--- config.mk ---
export PLATFORM = sky130hd
export DESIGN_NAME = ring_queue_running_average_core
export DESIGN_NICKNAME = d
export VERILOG_FILES = /design/src/hdl/rqra_pkg.sv /design/src/hdl/rqra_div.sv /design/src/hdl/rqra_datapath.sv /design/src/hdl/rqra_ctrl.sv /design/src/hdl/ring_queue_running_average_core.sv
export VERILOG_INCLUDE_DIRS = /design/src /design/src/hdl
export SDC_FILE = /design/constraint.sdc
export NUM_CORES = 1
export LEC_CHECK = 0
export ABC_CLOCK_PERIOD_IN_PS = 16500
export BUFFER_PORTS_ARGS = -buffer_cell sky130_fd_sc_hd__buf_2
export CORE_MARGIN = 1
export CORE_UTILIZATION = 55
export CTS_CLUSTER_SIZE = 14
export DETAILED_ROUTE_END_ITERATION = 16
export PLACE_DENSITY = 0.73
export SKIP_CTS_REPAIR_TIMING = 1
export SLEW_MARGIN = 20
export SYNTH_ARGS = -nofsm -noshare
export SYNTH_HDL_FRONTEND = slang
export SYNTH_HIERARCHICAL = 1
export SYNTH_SLANG_ARGS = --single-unit
--- constraint.sdc ---
create_clock -name clk -period 16.5 [get_ports clk]
set_clock_uncertainty 0.2 [all_clocks]
set_input_delay 2.475 -clock clk [delete_from_list [all_inputs] [get_ports clk]]
set_output_delay 2.475 -clock clk [all_outputs]
set_load 0.02 [all_outputs]
--- src/hdl/assert_macros.svh ---
// assertion helpers, included by the datapath
`ifndef ASSERT_MACROS_SVH
`define ASSERT_MACROS_SVH

// property checked on every rising edge outside reset
`define ASSERT_CLK(label, prop, msg) \
  label: assert property (@(posedge clk) disable iff (rst) (prop)) else $error(msg);

// condition that must never be seen outside reset
`define ASSERT_NEVER(label, cond, msg) \
  label: assert property (@(posedge clk) disable iff (rst) !(cond)) else $error(msg);

`endif

--- src/hdl/rqra_pkg.sv ---
package rqra_pkg;

  // field widths
  localparam int CMD_W   = 2;
  localparam int MONTH_W = 4;
  localparam int RAIN_W  = 10;
  localparam int TEMP_W  = 7;
  localparam int STAT_W  = 2;
  localparam int AVG_W   = 14;
  localparam int OCC_W   = 4;
  localparam int FRAC_W  = 4;

  // command codes
  localparam logic [CMD_W-1:0] CMD_INSERT  = 2'd0;
  localparam logic [CMD_W-1:0] CMD_DELETE  = 2'd1;
  localparam logic [CMD_W-1:0] CMD_AVERAGE = 2'd2;

  // status codes
  localparam logic [STAT_W-1:0] STAT_OK    = 2'd0;
  localparam logic [STAT_W-1:0] STAT_FULL  = 2'd1;
  localparam logic [STAT_W-1:0] STAT_EMPTY = 2'd2;

  // one stored record
  typedef struct packed {
    logic [MONTH_W-1:0]       month;
    logic [RAIN_W-1:0]        rain;
    logic signed [TEMP_W-1:0] temp;
  } rec_t;

  // controller states
  typedef enum logic [1:0] {
    S_IDLE,
    S_DECODE,
    S_DIVIDE,
    S_COMMIT
  } state_t;

  // controller to datapath
  typedef struct packed {
    logic load;
    logic div_start;
    logic commit;
  } ctrl_cmd_t;

  // datapath to controller
  typedef struct packed {
    logic need_div;
    logic div_done;
    logic out_free;
  } dp_stat_t;

endpackage

--- src/hdl/rqra_div.sv ---
module rqra_div #(
  parameter int DVD_W = 17,
  parameter int DVS_W = 4
) (
  input  logic             clk,
  input  logic             rst,
  input  logic             start,
  input  logic [DVD_W-1:0] dividend,
  input  logic [DVS_W-1:0] divisor,
  output logic [DVD_W-1:0] quotient,
  output logic             done
);

  localparam int STEP_W = $clog2(DVD_W + 1);

  logic [DVD_W-1:0]  quo;
  logic [DVS_W-1:0]  rem;
  logic [DVS_W-1:0]  dvs;
  logic [STEP_W-1:0] steps;
  logic              busy;
  logic [DVS_W:0]    shifted;
  logic [DVS_W:0]    trial;
  logic              fits;

  // one restoring step: bring down the next dividend bit and try a subtract
  always_comb begin
    shifted = {rem, quo[DVD_W-1]};
    trial   = shifted - {1'b0, dvs};
    fits    = !trial[DVS_W];
  end

  // step control
  always_ff @(posedge clk) begin
    if (rst) begin
      busy  <= 1'b0;
      done  <= 1'b0;
      steps <= '0;
    end else if (start) begin
      busy  <= 1'b1;
      done  <= 1'b0;
      steps <= STEP_W'(DVD_W);
    end else if (busy) begin
      steps <= steps - 1'b1;
      if (steps == STEP_W'(1)) begin
        busy <= 1'b0;
        done <= 1'b1;
      end
    end
  end

  // partial remainder and quotient shift register
  always_ff @(posedge clk) begin
    if (start) begin
      quo <= dividend;
      rem <= '0;
      dvs <= divisor;
    end else if (busy) begin
      rem <= fits ? trial[DVS_W-1:0] : shifted[DVS_W-1:0];
      quo <= {quo[DVD_W-2:0], fits};
    end
  end

  assign quotient = quo;

endmodule

--- src/hdl/rqra_datapath.sv ---
`include "assert_macros.svh"

module rqra_datapath #(
  parameter int DEPTH = 8
) (
  input  logic                                 clk,
  input  logic                                 rst,
  input  rqra_pkg::ctrl_cmd_t                  cmd,
  output rqra_pkg::dp_stat_t                   stat,
  input  logic [rqra_pkg::CMD_W-1:0]           command,
  input  logic [rqra_pkg::MONTH_W-1:0]         month_number,
  input  logic [rqra_pkg::RAIN_W-1:0]          rainfall_cm,
  input  logic signed [rqra_pkg::TEMP_W-1:0]   temperature_c,
  output logic [rqra_pkg::STAT_W-1:0]          status,
  output logic [rqra_pkg::MONTH_W-1:0]         out_month,
  output logic [rqra_pkg::RAIN_W-1:0]          out_rainfall,
  output logic signed [rqra_pkg::TEMP_W-1:0]   out_temperature,
  output logic [rqra_pkg::AVG_W-1:0]           average_rain,
  output logic [rqra_pkg::OCC_W-1:0]           occupancy,
  output logic                                 out_valid,
  input  logic                                 out_ready
);

  import rqra_pkg::*;

  localparam int PTR_W = $clog2(DEPTH);
  localparam int CNT_W = $clog2(DEPTH + 1);
  localparam int SUM_W = $clog2(DEPTH * ((1 << RAIN_W) - 1) + 1);
  localparam int DVD_W = SUM_W + FRAC_W;

  // record memory
  rec_t mem [DEPTH];
  rec_t rd_rec;

  // latched item
  logic [CMD_W-1:0]        cmd_q;
  rec_t                    in_rec;

  // queue state
  logic [PTR_W-1:0] head_ptr, head_ptr_next;
  logic [PTR_W-1:0] tail_ptr, tail_ptr_next;
  logic [CNT_W-1:0] fill_count, fill_count_next;
  logic [SUM_W-1:0] rain_sum, rain_sum_next;
  logic             wr_en;

  // result of the current item
  logic [STAT_W-1:0]        res_status;
  rec_t                     res_rec;
  logic [AVG_W-1:0]         res_avg;

  // divider
  logic [DVD_W-1:0] quotient;
  logic             div_done;

  function automatic logic [PTR_W-1:0] advance(input logic [PTR_W-1:0] p);
    logic [PTR_W-1:0] n;
    n = (p == PTR_W'(DEPTH - 1)) ? '0 : p + 1'b1;
    return n;
  endfunction

  // item register
  always_ff @(posedge clk) begin
    if (cmd.load) begin
      cmd_q       <= command;
      in_rec.month <= month_number;
      in_rec.rain  <= rainfall_cm;
      in_rec.temp  <= temperature_c;
    end
  end

  // memory write at the tail, registered read at the head
  always_ff @(posedge clk) begin
    if (wr_en) begin
      mem[tail_ptr] <= in_rec;
    end
    rd_rec <= mem[head_ptr];
  end

  rqra_div #(
    .DVD_W(DVD_W),
    .DVS_W(CNT_W)
  ) u_div (
    .clk      (clk),
    .rst      (rst),
    .start    (cmd.div_start),
    .dividend ({rain_sum, FRAC_W'(0)}),
    .divisor  (fill_count),
    .quotient (quotient),
    .done     (div_done)
  );

  // result and next queue state
  always_comb begin
    res_status      = STAT_OK;
    res_rec         = '0;
    res_avg         = '0;
    head_ptr_next   = head_ptr;
    tail_ptr_next   = tail_ptr;
    fill_count_next = fill_count;
    rain_sum_next   = rain_sum;
    wr_en           = 1'b0;
    case (cmd_q)
      CMD_INSERT: begin
        if (fill_count == CNT_W'(DEPTH)) begin
          res_status = STAT_FULL;
        end else begin
          wr_en           = cmd.commit;
          tail_ptr_next   = advance(tail_ptr);
          fill_count_next = fill_count + 1'b1;
          rain_sum_next   = rain_sum + SUM_W'(in_rec.rain);
        end
      end
      CMD_DELETE: begin
        if (fill_count == '0) begin
          res_status = STAT_EMPTY;
        end else begin
          res_rec         = rd_rec;
          head_ptr_next   = advance(head_ptr);
          fill_count_next = fill_count - 1'b1;
          rain_sum_next   = (rain_sum >= SUM_W'(rd_rec.rain)) ?
                            rain_sum - SUM_W'(rd_rec.rain) : '0;
        end
      end
      CMD_AVERAGE: begin
        if (fill_count == '0) begin
          res_status = STAT_EMPTY;
        end else begin
          res_avg = quotient[AVG_W-1:0];
        end
      end
      default: begin
      end
    endcase
  end

  // queue state registers
  always_ff @(posedge clk) begin
    if (rst) begin
      head_ptr   <= '0;
      tail_ptr   <= '0;
      fill_count <= '0;
      rain_sum   <= '0;
    end else if (cmd.commit) begin
      head_ptr   <= head_ptr_next;
      tail_ptr   <= tail_ptr_next;
      fill_count <= fill_count_next;
      rain_sum   <= rain_sum_next;
    end
  end

  // output register
  always_ff @(posedge clk) begin
    if (rst) begin
      out_valid <= 1'b0;
    end else if (cmd.commit) begin
      out_valid <= 1'b1;
    end else if (out_ready) begin
      out_valid <= 1'b0;
    end
  end

  always_ff @(posedge clk) begin
    if (cmd.commit) begin
      status          <= res_status;
      out_month       <= res_rec.month;
      out_rainfall    <= res_rec.rain;
      out_temperature <= res_rec.temp;
      average_rain    <= res_avg;
      occupancy       <= OCC_W'(fill_count_next);
    end
  end

  // status to the controller
  always_comb begin
    stat.need_div = (cmd_q == CMD_AVERAGE) && (fill_count != '0);
    stat.div_done = div_done;
    stat.out_free = !out_valid || out_ready;
  end

  `ASSERT_CLK(a_count_bound, fill_count <= CNT_W'(DEPTH), "fill count above depth")
  `ASSERT_CLK(a_commit_free, cmd.commit |-> stat.out_free, "result written over a waiting item")
  `ASSERT_CLK(a_empty_sum, fill_count == '0 |-> rain_sum == '0, "rain sum left on empty queue")

endmodule

--- src/hdl/rqra_ctrl.sv ---
module rqra_ctrl (
  input  logic                clk,
  input  logic                rst,
  input  logic                in_valid,
  output logic                in_ready,
  input  rqra_pkg::dp_stat_t  stat,
  output rqra_pkg::ctrl_cmd_t cmd
);

  import rqra_pkg::*;

  state_t state, state_next;

  // state register
  always_ff @(posedge clk) begin
    if (rst) begin
      state <= S_IDLE;
    end else begin
      state <= state_next;
    end
  end

  // next state
  always_comb begin
    state_next = state;
    case (state)
      S_IDLE: begin
        if (in_valid) begin
          state_next = S_DECODE;
        end
      end
      S_DECODE: begin
        state_next = stat.need_div ? S_DIVIDE : S_COMMIT;
      end
      S_DIVIDE: begin
        if (stat.div_done) begin
          state_next = S_COMMIT;
        end
      end
      S_COMMIT: begin
        if (stat.out_free) begin
          state_next = S_IDLE;
        end
      end
      default: begin
        state_next = S_IDLE;
      end
    endcase
  end

  // outputs
  always_comb begin
    in_ready      = 1'b0;
    cmd.load      = 1'b0;
    cmd.div_start = 1'b0;
    cmd.commit    = 1'b0;
    case (state)
      S_IDLE: begin
        in_ready = 1'b1;
        cmd.load = in_valid;
      end
      S_DECODE: begin
        cmd.div_start = stat.need_div;
      end
      S_DIVIDE: begin
      end
      S_COMMIT: begin
        cmd.commit = stat.out_free;
      end
      default: begin
      end
    endcase
  end

endmodule

--- src/hdl/ring_queue_running_average_core.sv ---
// Circular queue of weather records (month, rainfall, temperature) with a
// running rainfall sum. Items come in on the in_valid/in_ready channel, one
// command each: insert a record, delete the oldest one, or query the average
// rainfall. Every item gives exactly one result on out_valid/out_ready: a
// status, the deleted record, the average (sum*16/count, truncated) and the
// number of records held afterwards.
// Insert and delete pass from acceptance through the decode and commit states
// into the output register; the next item is taken once the commit is done.
// An average query on a non-empty queue runs the radix-2 divider, one
// quotient bit per cycle over SUM_W+4 bits (17 for DEPTH 8), between the
// decode and commit states.
// The queue takes items one at a time; a new item is accepted while the
// previous result still waits in the output register. If the receiver
// stalls, the next result is held inside until the output register frees.
// Reset empties the queue (pointers, count and sum to zero); the record
// memory itself is not cleared.
module ring_queue_running_average_core #(
  parameter int DEPTH = 8
) (
  input  logic                               clk,
  input  logic                               rst,
  input  logic                               in_valid,
  output logic                               in_ready,
  input  logic [rqra_pkg::CMD_W-1:0]         command,
  input  logic [rqra_pkg::MONTH_W-1:0]       month_number,
  input  logic [rqra_pkg::RAIN_W-1:0]        rainfall_cm,
  input  logic signed [rqra_pkg::TEMP_W-1:0] temperature_c,
  output logic                               out_valid,
  input  logic                               out_ready,
  output logic [rqra_pkg::STAT_W-1:0]        status,
  output logic [rqra_pkg::MONTH_W-1:0]       out_month,
  output logic [rqra_pkg::RAIN_W-1:0]        out_rainfall,
  output logic signed [rqra_pkg::TEMP_W-1:0] out_temperature,
  output logic [rqra_pkg::AVG_W-1:0]         average_rain,
  output logic [rqra_pkg::OCC_W-1:0]         occupancy
);

  import rqra_pkg::*;

  ctrl_cmd_t cmd;
  dp_stat_t  stat;

  // sequencing
  rqra_ctrl u_ctrl (
    .clk      (clk),
    .rst      (rst),
    .in_valid (in_valid),
    .in_ready (in_ready),
    .stat     (stat),
    .cmd      (cmd)
  );

  // queue storage, arithmetic and output register
  rqra_datapath #(
    .DEPTH(DEPTH)
  ) u_datapath (
    .clk             (clk),
    .rst             (rst),
    .cmd             (cmd),
    .stat            (stat),
    .command         (command),
    .month_number    (month_number),
    .rainfall_cm     (rainfall_cm),
    .temperature_c   (temperature_c),
    .status          (status),
    .out_month       (out_month),
    .out_rainfall    (out_rainfall),
    .out_temperature (out_temperature),
    .average_rain    (average_rain),
    .occupancy       (occupancy),
    .out_valid       (out_valid),
    .out_ready       (out_ready)
  );

endmodule

# Yosys cells after proc, flatten, opt, wreduce, memory -nomap -nowiden
# Memories as Yosys holds them, arrays and structs flattened. A register that Yosys moved wholly into a read port is not among the register bits.
# Cells that the tools add are included.
dict set report totals {
  reg_bits 122
  ram_bits 168
  mem_count 1
  output_inout_bits 43
  word_cells 107
}
dict set report classes {
  n_mux 35
  eq_ne 14
  n_addsub 8
  bitwise 4
  reduce_logical 20
  n_lt_le_gt_ge 1
}
# name depth word_bits rd rd_clocked_by_memory_dff wr line_no
set memory_table {}
lappend memory_table {u_datapath.mem 8 21 1 1 1 rqra_datapath.sv:32} ;# rec_t mem [DEPTH];
# cell count
set op_table {}
lappend op_table {{$mux 13} 3}
lappend op_table {{$mux 17} 2}
lappend op_table {{$pmux 13 s2} 1}
lappend op_table {{$mux 1} 15}
lappend op_table {{$add 13x10->13} 1}
lappend op_table {{$ge 13x10->1} 1}
lappend op_table {{$sub 13x10->13} 1}
lappend op_table {{$mux 4} 3}
lappend op_table {{$mux 5} 2}
lappend op_table {{$reduce_and 3->1} 3}
lappend op_table {{$mux 2} 4}
lappend op_table {{$pmux 2 s4} 1}
lappend op_table {{$pmux 4 s2} 1}
lappend op_table {{$reduce_or 2->1} 4}
lappend op_table {{$add 3x1->3 const B} 2}
lappend op_table {{$eq 2x2->1 const B} 3}
lappend op_table {{$eq 3x3->1 const B} 2}
lappend op_table {{$mux 3} 2}
lappend op_table {{$ne 2x2->1 const B} 3}
lappend op_table {{$reduce_bool 2->1} 3}
lappend op_table {{$eq 5x1->1 const B} 1}
lappend op_table {{$sub 5x1->5 const B} 1}
lappend op_table {{$sub 5x4->5} 1}
lappend op_table {{$add 4x1->4 const B} 1}
lappend op_table {{14 further kinds} 21}

# Depth between registers and ports, before layout
# Gate-level depths: netlist of run 1.
dict set report depth {
  ltp_word 7
  ltp_mapped 10
}

# By module
# Netlist of run 1, hierarchy kept.
# module area_per_inst_um2 instances cells_each seq_area_each_um2
set modules_own_cells {}
lappend modules_own_cells {rqra_datapath 11352.1 1 699 7867.5}
lappend modules_own_cells {rqra_div 1519.0 1 120 850.8}
lappend modules_own_cells {rqra_ctrl 210.2 1 24 40.0}

# Least setup slack after synthesis of run 1
# Ideal clock, no wire load.
dict set report synth_timing {
  path_kind {in2reg}
  startpoint {input port out_ready}
  endpoint {memory u_datapath/mem[0][0] in the netlist's numbering (enable)}
  arrival_time_ps 6333
  path_stages 5
  setup_time_ps 453
  t_required_ps 15847
  path_slack_ps 9514
  path_cell_list {nand2b_1 and2_1 buf_2 nand3_1 nor4_1}
}
# item line_no
set synth_lines {}
lappend synth_lines {{start: declaration} ring_queue_running_average_core.sv:29} ;# input logic out_ready,
lappend synth_lines {{end: declaration} rqra_datapath.sv:32}

==> results of run 1 <==
[power by group]
part | switching, mW | internal [mW]
combinational | 0.133 | 0.0780
sequential | 0.0487 | 0.923
clock | 0.302 | 0.418
[logic make-up after synthesis]
kind of cell    count (synthesis)
compound gates                124
xor+xnor                       15
fa+ha+maj                      43
buf+inv                        73
flops                         311
mux                            87
other cells                     1
simple gates                  189
[worst max-delay path by stage]
| stage | startpoint | end | slack (ns) | depth (start not counted) |
|---|---|---|---|---|
| after global routing | out_ready | u_datapath/mem[2][14] | 11.07 | 7 |
| after global placement | out_ready | u_datapath/rain_sum[12] | 10.80 | 9 |
| after floorplan | out_ready | u_datapath/mem[0][0] | 9.51 | 5 |
| after CTS | out_ready | u_datapath/mem[2][11] | 11.24 | 7 |
| after detailed placement | out_ready | u_datapath/rain_sum[12] | 10.69 | 9 |
| final | out_ready | u_datapath/rain_sum[12] | 11.24 | 9 |
[area by class of cell]
type                            instances  area share
Multi-Input combinational cell        462       0.275
Inverter                               35     0.00881
Sequential cell                       311       0.588
Tap cell                              319      0.0268
Clock inverter                         12     0.00873
Timing Repair Buffer                   83      0.0302
Clock buffer                           50      0.0631
[per-stage QoR]
stage | worst slack, ns | area, µm² | power [mW]
global placement | 10.80 | 13800 | 1.19
detailed placement | 10.69 | 13800 | 1.20
CTS | 11.24 | 14900 | 1.92
finish | 11.24 | 14900 | 1.90
global route | 11.07 | 14900 | 1.98
floorplan | 9.51 | 13100 | 1.12
[state kept, by name, summed over array words and instances (netlist names), 7 cells and up]
register and flops:
u_datapath/mem 168, u_datapath/in_rec 21, u_datapath/rd_rec 21, u_datapath/u_div/quotient 17
u_datapath/average_rain 14, u_datapath/rain_sum 13, u_datapath/out_rainfall 10, u_datapath/out_temperature 7
[routing by layer]
metal	global-route usage	up-vias
met4	0.0542	0
met5	0	-
met3	0.0363	38
met1	0.311	3659
li1	-	3412
met2	0.336	203
[synthesized netlist by cell type, types with 3 or more instances]
library cell	number	area [µm²]
a211oi_1	11	82.6
mux2_2	37	417
a221oi_1	5	43.8
o211ai_1	4	30.0
xnor2_1	9	78.8
inv_1	33	124
o21ai_0	17	85.1
buf_1	4	15.0
dfxtp_1	58	1160
a311oi_2	3	45.0
fa_1	3	60.1
nand2_1	25	93.8
nor3b_1	3	22.5
a21o_1	12	90.1
a31oi_1	3	18.8
nor3_1	26	130
a21oi_1	25	125
o21a_1	4	30.0
clkbuf_1	25	93.8
or3_1	4	25.0
o211a_1	4	40.0
nand4_1	3	18.8
buf_2	8	40.0
and3_1	3	18.8
ha_1	40	500
a211o_1	3	26.3
nor2b_1	5	31.3
nor4_1	4	25.0
edfxtp_1	253	7600
nand2b_1	8	50.1
nand3_1	16	80.1
o21ai_1	3	15.0
nor4b_1	3	26.3
mux4_2	42	946
and2_1	31	194
o31ai_1	3	22.5
mux2i_1	8	80.1
nor2_1	46	173
a32oi_1	3	26.3
xor2_1	6	52.6
[worst max-delay path, stage by stage]
cell and delay [ns]:
buf_2 0.08, nand2b_1 0.16, and2_2 0.39, buf_4 0.52, inv_1 0.24, or3_4 0.52
or4_4 0.55, or3b_1 0.37, a31oi_1 0.18
[placed cells by master (no fill, tap or decap), types with 12 or more instances in the layout]
cell type	instances
buf_4	14
nand2_1	25
nor3_1	22
nand3_1	16
o21ai_0	17
buf_2	69
and2_1	30
clkbuf_16	34
mux4_2	42
mux2_2	37
clkbuf_1	13
nor2_1	43
dfxtp_1	56
a21oi_1	25
ha_1	40
a21o_1	12
edfxtp_1	253
inv_1	33
==> results.md, run 1 <==
* Filler cells at 1717
* PortBufs at 69
* Hold path cells at 1
* Register area at 8760 µm²
* Initial antenna violation count at 0
* Met3 Routed Length at 1.39 mm
* Achievable Freq at around 190 MHz
* Min cycle time layout at approximately 5.3 ns
* Nets at around 1000
* Multi-input gate area at 4090 µm²
* Non-Filler Instances at 1272
* DRT iter0 DRCs at between 600 and 700
* Worst setup EP type: flop
* Placed Instances at ~1200
* WP data arrival at 5.50 ns
* Clk root buf: clkbuf_16
* Destination of the worst hold path: u_datapath/out_temperature[3]
* CP Launch Type: input pin
* Clk_lat worst skew at 0.52 ns
* Synth Area in Adders at 0.0429
* Async SR Flop Fraction at 0
* Peak supply drop at 0.0945 mV
* Pleak at roughly 5.3 nW
* Setup TNS at 0 ns
* Xor/xnor cell area share of the yosys netlist at 0.0100
* Routability cong. at 0.857
* HP Start: u_datapath/rd_rec[3]
* Max-Cap Viols at 0
* Final setup vio count at 0
* Met2 wire len at 11.8 mm
* RR Startpoint: u_ctrl/state[0]
* Unrepaired setup endpoints after global routing: no
* Seq cells post-synth at 311
* Die Y at 156 µm
* DR vias/cell at roughly 5.7
* Die Span X at 156 µm
* Synth Area in Simple Gates at 0.0763
* Gr usage total at 0.214
* CP Class: input pin to flop
* Hold_ws at 0.297 ns
* Grt ovf at 0
* Clock tree sinks at 311
* Area delta synth->final at 13.9%
* Synth Flop Type: edfxtp_1
* Total number of yosys warnings at 6
* Vias in the first global route at between 7000 and 8000
* Initial Util at 0.559
* Dpl hpwl at 15.7 mm
* Worst Hold Class: flop to flop
* Largest net degree at the start of global routing at 46
* Final ANT Viol Nets at 0
* WL final at ~25 mm
* Worst R2R Path Depth at 8
* CTS tree: yes
* Share of cells above drive strength 1 at 0.241
* Inserted Diodes at 0
* Outcome: finished clean
* Slew Viols, Final at 0
* R2r endpoint: u_datapath/rain_sum[12]
* PwrDens at 128 nW/µm²
* Via Count at 7312
* Relative slew margins at 0.417
* Clock buffer depth at 3
* Finished Core Util at 0.637
* EDFF count, synth at 253
* Critical Path RT at approximately 17 ns
* H-tree Lvls at 2
* Cells after Synth at between 800 and 900
* Compound-Gate Fraction of Synth Area at 0.0687
* FP Rows at 56
* Top sig layer: met4
* Hold Vio Cnt, Final at 0
* Die area at 24400 µm²
* First-pass GRT wire length at 39.2 mm
* I/O Pins at 70
* # DRC at 0
* Tcrit/Tclk final at 0.319
* TritonRoute pass-1 iters at 6
* Worst-Margin Slew at 0.874 ns
* Netlist cell types at between 70 and 80
* Register area share after synthesis at 0.670
* Core area at 23400 µm²
* Largest family of logic cells by synthesized area: multiplexers
* Wl on met1 at 11.4 mm
* Post-synthesis instance area at 13100 µm²
* Clock transition at path regs at 0.06 ns
* Post-synthesis area per instance at 15.5 µm²
* Wire per inst at 19.7 µm
* CP Max Fanout at 36
* Mux contribution to synthesized area at 0.110
* CTS Buf Count at 34
* Flop-to-flop setup slack at 12.76 ns
Note: power is estimated with default switching activity, not from simulation.
==> run 2: changes to the inputs <==
- ABC_CLOCK_PERIOD_IN_PS: 16500 -> 4400
- PLACE_DENSITY: 0.73 -> 0.76
- clock period: 16.5 -> 4.4 ns (I/O delays scaled with it)
==> run 2 against run 1 <==
Net effect: the run now ends with DRC left; utilization increased by 0.40 points; via count increased by 1.5%; sequential power increased to 3.7 times the previous value; final area increased by 0.62%; routed wire length increased by 3.3%; worst setup slack got worse by 10 ns; critical path type is now flop to flop; largest cell class unchanged.
==> results.md, run 2 (same netlist as run 1, synthesis figures left out) <==
* CTS Buf Count at 34 (unchanged)
* Die Span X at 156 µm (unchanged)
* WP data arrival at 3.48 ns (-2.02 ns)
* Grt ovf at 0 (unchanged)
* Die area at 24400 µm² (unchanged)
* Routability cong. at 0.892 (+4.1%)
* Pleak at 5.35 nW (+1.1%)
* Achievable Freq at 309 MHz
* Die Y at 156 µm (unchanged)
* Most frequent cells in the layout: 253 x edfxtp_1, 69 x buf_2, 56 x dfxtp_1, 43 x nor2_1, 42 x mux4_2
* Final setup vio count at 0 (unchanged)
* Vias in the first global route at 7270 (+3.2%)
* Hold Vio Cnt, Final at 0 (unchanged)
* WL final at 25.9 mm (+3.3%)
* I/O Pins at 70 (unchanged)
* Failing checks: DRC
* Gr usage total at 0.221 (+0.00738)
* Relative slew margins at 0.309 (-0.109)
* Post-DP Area at 13900 µm² (+0.41%)
* Min cycle time layout at 3.24 ns
* TritonRoute pass-1 iters at 11 (+5)
* Peak supply drop at 0.395 mV (+320%)
* Worst path bufs/invs at 1 (-2)
* First-pass GRT wire length at 40.7 mm (+3.9%)
* Worst Hold Class: input pin to flop
* Critical Path RT at 4.64 ns (-12.10 ns)
* H-tree Lvls at 2 (unchanged)
* Slew Viols, Final at 0 (unchanged)
* Final ANT Viol Nets at 0 (unchanged)
* Tcrit/Tclk final at 0.737
* Clock buffer depth at 3 (unchanged)
* Nets at 1002 (+0.50%)
* Largest net degree at the start of global routing at 46 (unchanged)
* Max-Cap Viols at 0 (unchanged)
* PwrDens at 480 nW/µm² (+280%)
* Most common cell after layout, fill and taps aside: edfxtp_1
* Share of cells above drive strength 1 at 0.254 (+0.0126)
* Clock tree sinks at 311 (unchanged)
* # DRC at 1 (+1)
* PnR worst setup slack at 1.16 ns (-10.08 ns)
* Crit-path slowest cell: ha_1
* CP Max Fanout at 19 (-47%)
* PortBufs at 69 (unchanged)
* Unrepaired setup endpoints after global routing: no
* Wire per inst at 20.3 µm (+3.0%)
* Max incr delay on CP at 0.63 ns (+0.08 ns)
* Top reg by flops: u_datapath/mem
* Via Count at 7425 (+1.5%)
* Clk root buf: clkbuf_16
* Inserted Diodes at 0 (unchanged)
* Setup WS pre-CTS at 1.22 ns (-9.48 ns)
* Outcome: finished with violations
* Worst-Margin Slew at 1.03 ns (+0.156 ns)
* Worst setup EP type: flop
* Top flop regs: u_datapath/mem x168, u_datapath/in_rec x21, u_datapath/rd_rec x21
* FP Rows at 56 (unchanged)
* Clock transition at path regs at 0.06 ns (about the same)
* Max reg flops at 168 (unchanged)
* CP Class: flop to flop
* Dpl hpwl at 15.9 mm (+1.3%)
* Total design power at 7.20 mW (+280%)
* CP Launch Type: flop
* Initial antenna violation count at 0 (unchanged)
* DR vias/cell at 5.82 (+1.2%)
* Filler cells at 1678 (-2.3%)
* Area delta synth->final at 14.6%
* DRT iter0 DRCs at 489 (-22%)
* Fin area at 15000 µm² (+0.62%)
* CP delay by family, top: simple AND/OR/NAND/NOR gates
* Core area at 23400 µm² (unchanged)
* Clk_lat worst skew at 0.52 ns (about the same)
* CP cell instances: inv_1, ha_1, nor2_1, or3_4, or4_4, or3b_1, a31oi_1
* CTS tree: yes
* Initial Util at 0.559 (unchanged)
## run 2: cell count changes in the layout (fill, tap and decap cells not counted), sizes merged
cell	change
clkinv	+8
buf	+5
clkinvlp	+1
bufinv	+1
clkbuf	-11
## run 2: report_power, final
group | internal [mW] | switching [mW] | total, mW
sequential | 3.46 | 0.174 | 3.63
clock | 1.60 | 1.17 | 2.77
combinational | 0.297 | 0.496 | 0.793
total | 5.36 | 1.84 | 7.20
## run 2: stage by stage
stage | cells | setup TNS [ns] | utilization | hold slack, ns
6_report | 1276 | 0 | 0.641 | 0.106
5_1_grt | 1276 | 0 | 0.641 | 0.0890
4_1_cts | 1276 | 0 | 0.641 | 0.0843
3_5_place_dp | 1215 | 0 | 0.593 | 0.287
3_3_place_gp | 1215 | 0 | 0.593 | 0.285
2_1_floorplan | 846 | -14.50 | - | 0.269
## run 2: metal layers
| metal | global-route usage | vias up | wire length (µm) |
|---|---|---|---|
| met3 | 0.0374 | 48 | 1510 |
| met1 | 0.312 | 3691 | 11500 |
| met2 | 0.351 | 260 | 12300 |
| met5 | 0 | - | 0 |
| li1 | - | 3426 | - |
| met4 | 0.0724 | 0 | 611 |
## run 2: path summary, 6_finish.rpt
check,slack [ns],depth (start not counted),from,endpoint
setup / recovery,1.16,7,u_datapath/cmd_q[1],u_datapath/rain_sum[12]
hold / removal,0.11,1,temperature_c[0],u_datapath/in_rec[0]
setup reg to reg,1.16,7,u_datapath/cmd_q[1],u_datapath/rain_sum[12]
hold reg to reg,0.30,1,u_datapath/rd_rec[5],u_datapath/out_temperature[5]
## run 2: cell type report
type | count | area [µm²] | area share
multi-input combinational | 462 | 4090 | 0.273
timing repair buffer | 88 | 500 | 0.0334
inverter | 35 | 131 | 0.00876
clock buffer | 39 | 890 | 0.0593
tap | 319 | 399 | 0.0266
clock inverter | 22 | 223 | 0.0149
sequential | 311 | 8760 | 0.584
## run 2: worst register-to-register path: cells and delay by family (launching register included)
kind                     cells  cell delay (ns)
adder cells (fa/ha/maj)      1             0.63
flip-flops                   1             0.42
AO/OA/AOI/OAI                1             0.16
AND/OR/NAND/NOR              4             1.65
buffers and inverters        1             0.11
==> run 3: changes to the inputs <==
- ABC_CLOCK_PERIOD_IN_PS: 4400 -> 2900
- clock period: 4.4 -> 2.9 ns (I/O delays scaled with it)
==> run 3 against run 2 <==
Net effect: die area stayed put; largest power group unchanged; worst setup slack worse by 1.0 ns; routed wire length is 2.5% higher; the run ends with hold timing left; global-route usage is 0.29 points higher; critical path type unchanged; clock power is 43% higher; sequential power is 51% higher.
==> results.md, run 3 (same netlist as run 1, synthesis figures left out) <==
* Outcome: finished with violations
* Failing checks: hold timing
* Initial Util at 0.559 (unchanged)
* Peak supply drop at 0.522 mV (+32%)
* Inserted Diodes at 0 (unchanged)
* Vias in the first global route at 7395 (+1.7%)
* R2r endpoint: u_datapath/rain_sum[12]
* Non-Filler Instances at 1315 (+3.1%)
* Flop-to-flop setup slack at 0.15 ns (-1.01 ns)
* Relative slew margins at 0.559 (+0.251)
* P_int at 8.08 mW (+51%)
* Wire per inst at 20.2 µm (-0.56%)
* Clk root buf: clkbuf_16
* Crit. Startpoint: u_datapath/rain_sum[0]
* Top reg by flops: u_datapath/mem
* Core area at 23400 µm² (unchanged)
* Nets at 1043 (+4.1%)
* Setup TNS at 0 ns (unchanged)
* Top flop regs: u_datapath/mem x168, u_datapath/in_rec x21, u_datapath/rd_rec x21
* Setup crit end: u_datapath/rain_sum[12]
* Clk_lat worst skew at 0.57 ns (+0.05 ns)
* Gr usage total at 0.224 (+0.00290)
* CP Launch Type: flop
* Register area at 8760 µm² (unchanged)
* Max-Cap Viols at 0 (unchanged)
* Dpl hpwl at 16.6 mm (+4.4%)
* Unrepaired setup endpoints after global routing: no
* CP Max Fanout at 3 (-16)
* Initial antenna violation count at 0 (unchanged)
* RR Startpoint: u_datapath/rain_sum[0]
* NetSw at 2.67 mW (+45%)
* WL final at 26.5 mm (+2.5%)
* Most common cell after layout, fill and taps aside: edfxtp_1
* Hold_ws at -0.00135 ns (-0.107 ns)
* Clock tree sinks at 311 (unchanged)
* Final setup vio count at 0 (unchanged)
* PwrDens at 701 nW/µm² (+46%)
* Die Y at 156 µm (unchanged)
* Slew Viols, Final at 0 (unchanged)
* Area delta synth->final at 17.3%
* DR vias/cell at 5.73 (-1.5%)
* First-pass GRT wire length at 41.3 mm (+1.4%)
* Finished Core Util at 0.656 (+0.0150)
* Die area at 24400 µm² (unchanged)
* Min cycle time layout at 2.75 ns (-0.487 ns)
* Via Count at 7538 (+1.5%)
* Grt ovf at 0 (unchanged)
* Achievable Freq at 363 MHz (+18%)
* Most frequent cells in the layout: 253 x edfxtp_1, 69 x buf_2, 54 x dfxtp_1, 43 x nor2_1, 42 x mux4_2
* Hold Vio Cnt, Final at 1 (+1)
* Hold path cells at 3 (+2)
* CTS tree: yes
* Total design power at 10.8 mW (+49%)
* PortBufs at 69 (unchanged)
* Filler cells at 1682 (+0.24%)
* Critical Path RT at 3.19 ns (-1.45 ns)
* Die Span X at 156 µm (unchanged)
* Worst R2R Path Depth at 10 (+3)
* Clock group share of total power at 0.367 (-0.018)
* Share of cells above drive strength 1 at 0.268 (+0.0142)
* I/O Pins at 70 (unchanged)
* H-tree Lvls at 1 (-1)
* Tcrit/Tclk final at 0.950 (+0.213)
* Worst-Margin Slew at 0.661 ns (-0.369 ns)
* Comb power frac at 0.123 (+0.013)
* Flop pwr share at 0.510 (+0.005)
* FP Rows at 56 (unchanged)
* Worst setup EP type: flop
* CTS Buf Count at 30 (-12%)
* CP Class: flop to flop
* # DRC at 0 (-1)
* Max reg flops at 168 (unchanged)
* Clock transition at path regs at 0.06 ns (about the same)
* Pleak at 5.52 nW (+3.2%)
* Final ANT Viol Nets at 0 (unchanged)
* Worst Hold Class: input pin to flop
* Placed Instances at 1237 (+1.8%)
* Sw frac at 0.249 (-0.00685)
* WP data arrival at 3.04 ns (-0.44 ns)
* Clock buffer depth at 3 (unchanged)
* TritonRoute pass-1 iters at 4 (-7)
* Multi-input gate area at 4140 µm² (+1.1%)
* Largest net degree at the start of global routing at 45 (-2.2%)
* Routability cong. at 0.884 (-0.90%)
* DRT iter0 DRCs at 504 (+3.1%)
## run 3: cell count changes in the layout (fill, tap and decap cells not counted), moves of 2 or more
cell | previous run | this run
buf_4 | 18 | 40
clkbuf_16 | 34 | 30
clkbuf_8 | 2 | 6
clkinv_2 | 7 | 5
dfxtp_1 | 56 | 54
dfxtp_2 | 1 | 4
dlygate4sd3_1 | 0 | 23
inv_6 | 2 | 0
nor3_2 | 4 | 1
nor3_4 | 0 | 3
## run 3: worst min-delay path by stage
stage	from	endpoint
detailed placement	u_datapath/rd_rec[6]	u_datapath/out_temperature[6]
global route	out_ready	u_datapath/out_valid
floorplan	u_datapath/u_div/rem[2]	u_datapath/u_div/rem[2]
finish	out_ready	u_datapath/out_valid
global placement	u_datapath/rd_rec[3]	u_datapath/out_temperature[3]
CTS	temperature_c[5]	u_datapath/in_rec[5]
## run 3: final cells by class
| class | count | share of cell area |
|---|---|---|
| Clock buffer | 40 | 0.0553 |
| Timing Repair Buffer | 133 | 0.0584 |
| Inverter | 35 | 0.00856 |
| Clock inverter | 15 | 0.0113 |
| Multi-Input combinational cell | 462 | 0.270 |
| Tap cell | 319 | 0.0260 |
| Sequential cell | 311 | 0.571 |
## run 3: stage by stage
step | instance area (µm²) | hold WS [ns] | setup slack (ns)
floorplan | 13200 | 0.269 | 0.0226
global placement | 14100 | 0.286 | 0.215
detailed placement | 14100 | 0.291 | 0.175
CTS | 15100 | -0.188 | 0.137
global route | 15300 | 0.00429 | 0.0228
finish | 15300 | -0.00135 | 0.146
## run 3: critical path, stage by stage, from the launching register on
cell,delay (ns)
dfxtp_1,0.32
inv_1,0.09
ha_1,0.17
inv_1,0.05
fa_1,0.39
and3_1,0.17
o2111ai_1,0.25
a21oi_2,0.11
or4_4,0.42
or3b_1,0.36
a31oi_1,0.15
## run 3: power by group through the flow
stage	Sequential (mW)	Clock (mW)	Combinational (mW)
after CTS	5.48	4.03	1.29
after detailed placement	5.58	0	1.28
after global placement	5.56	0	1.26
after floorplan	5.60	0	0.794
after global routing	5.52	4.20	1.45
final	5.48	3.95	1.32
## run 3: metal layers
layer,vias to the layer above,GRT usage,part of all wire
met5,-,0,0
met4,0,0.0518,0.017
met3,37,0.0310,0.065
met2,283,0.377,0.50
met1,3708,0.310,0.42
li1,3510,-,-
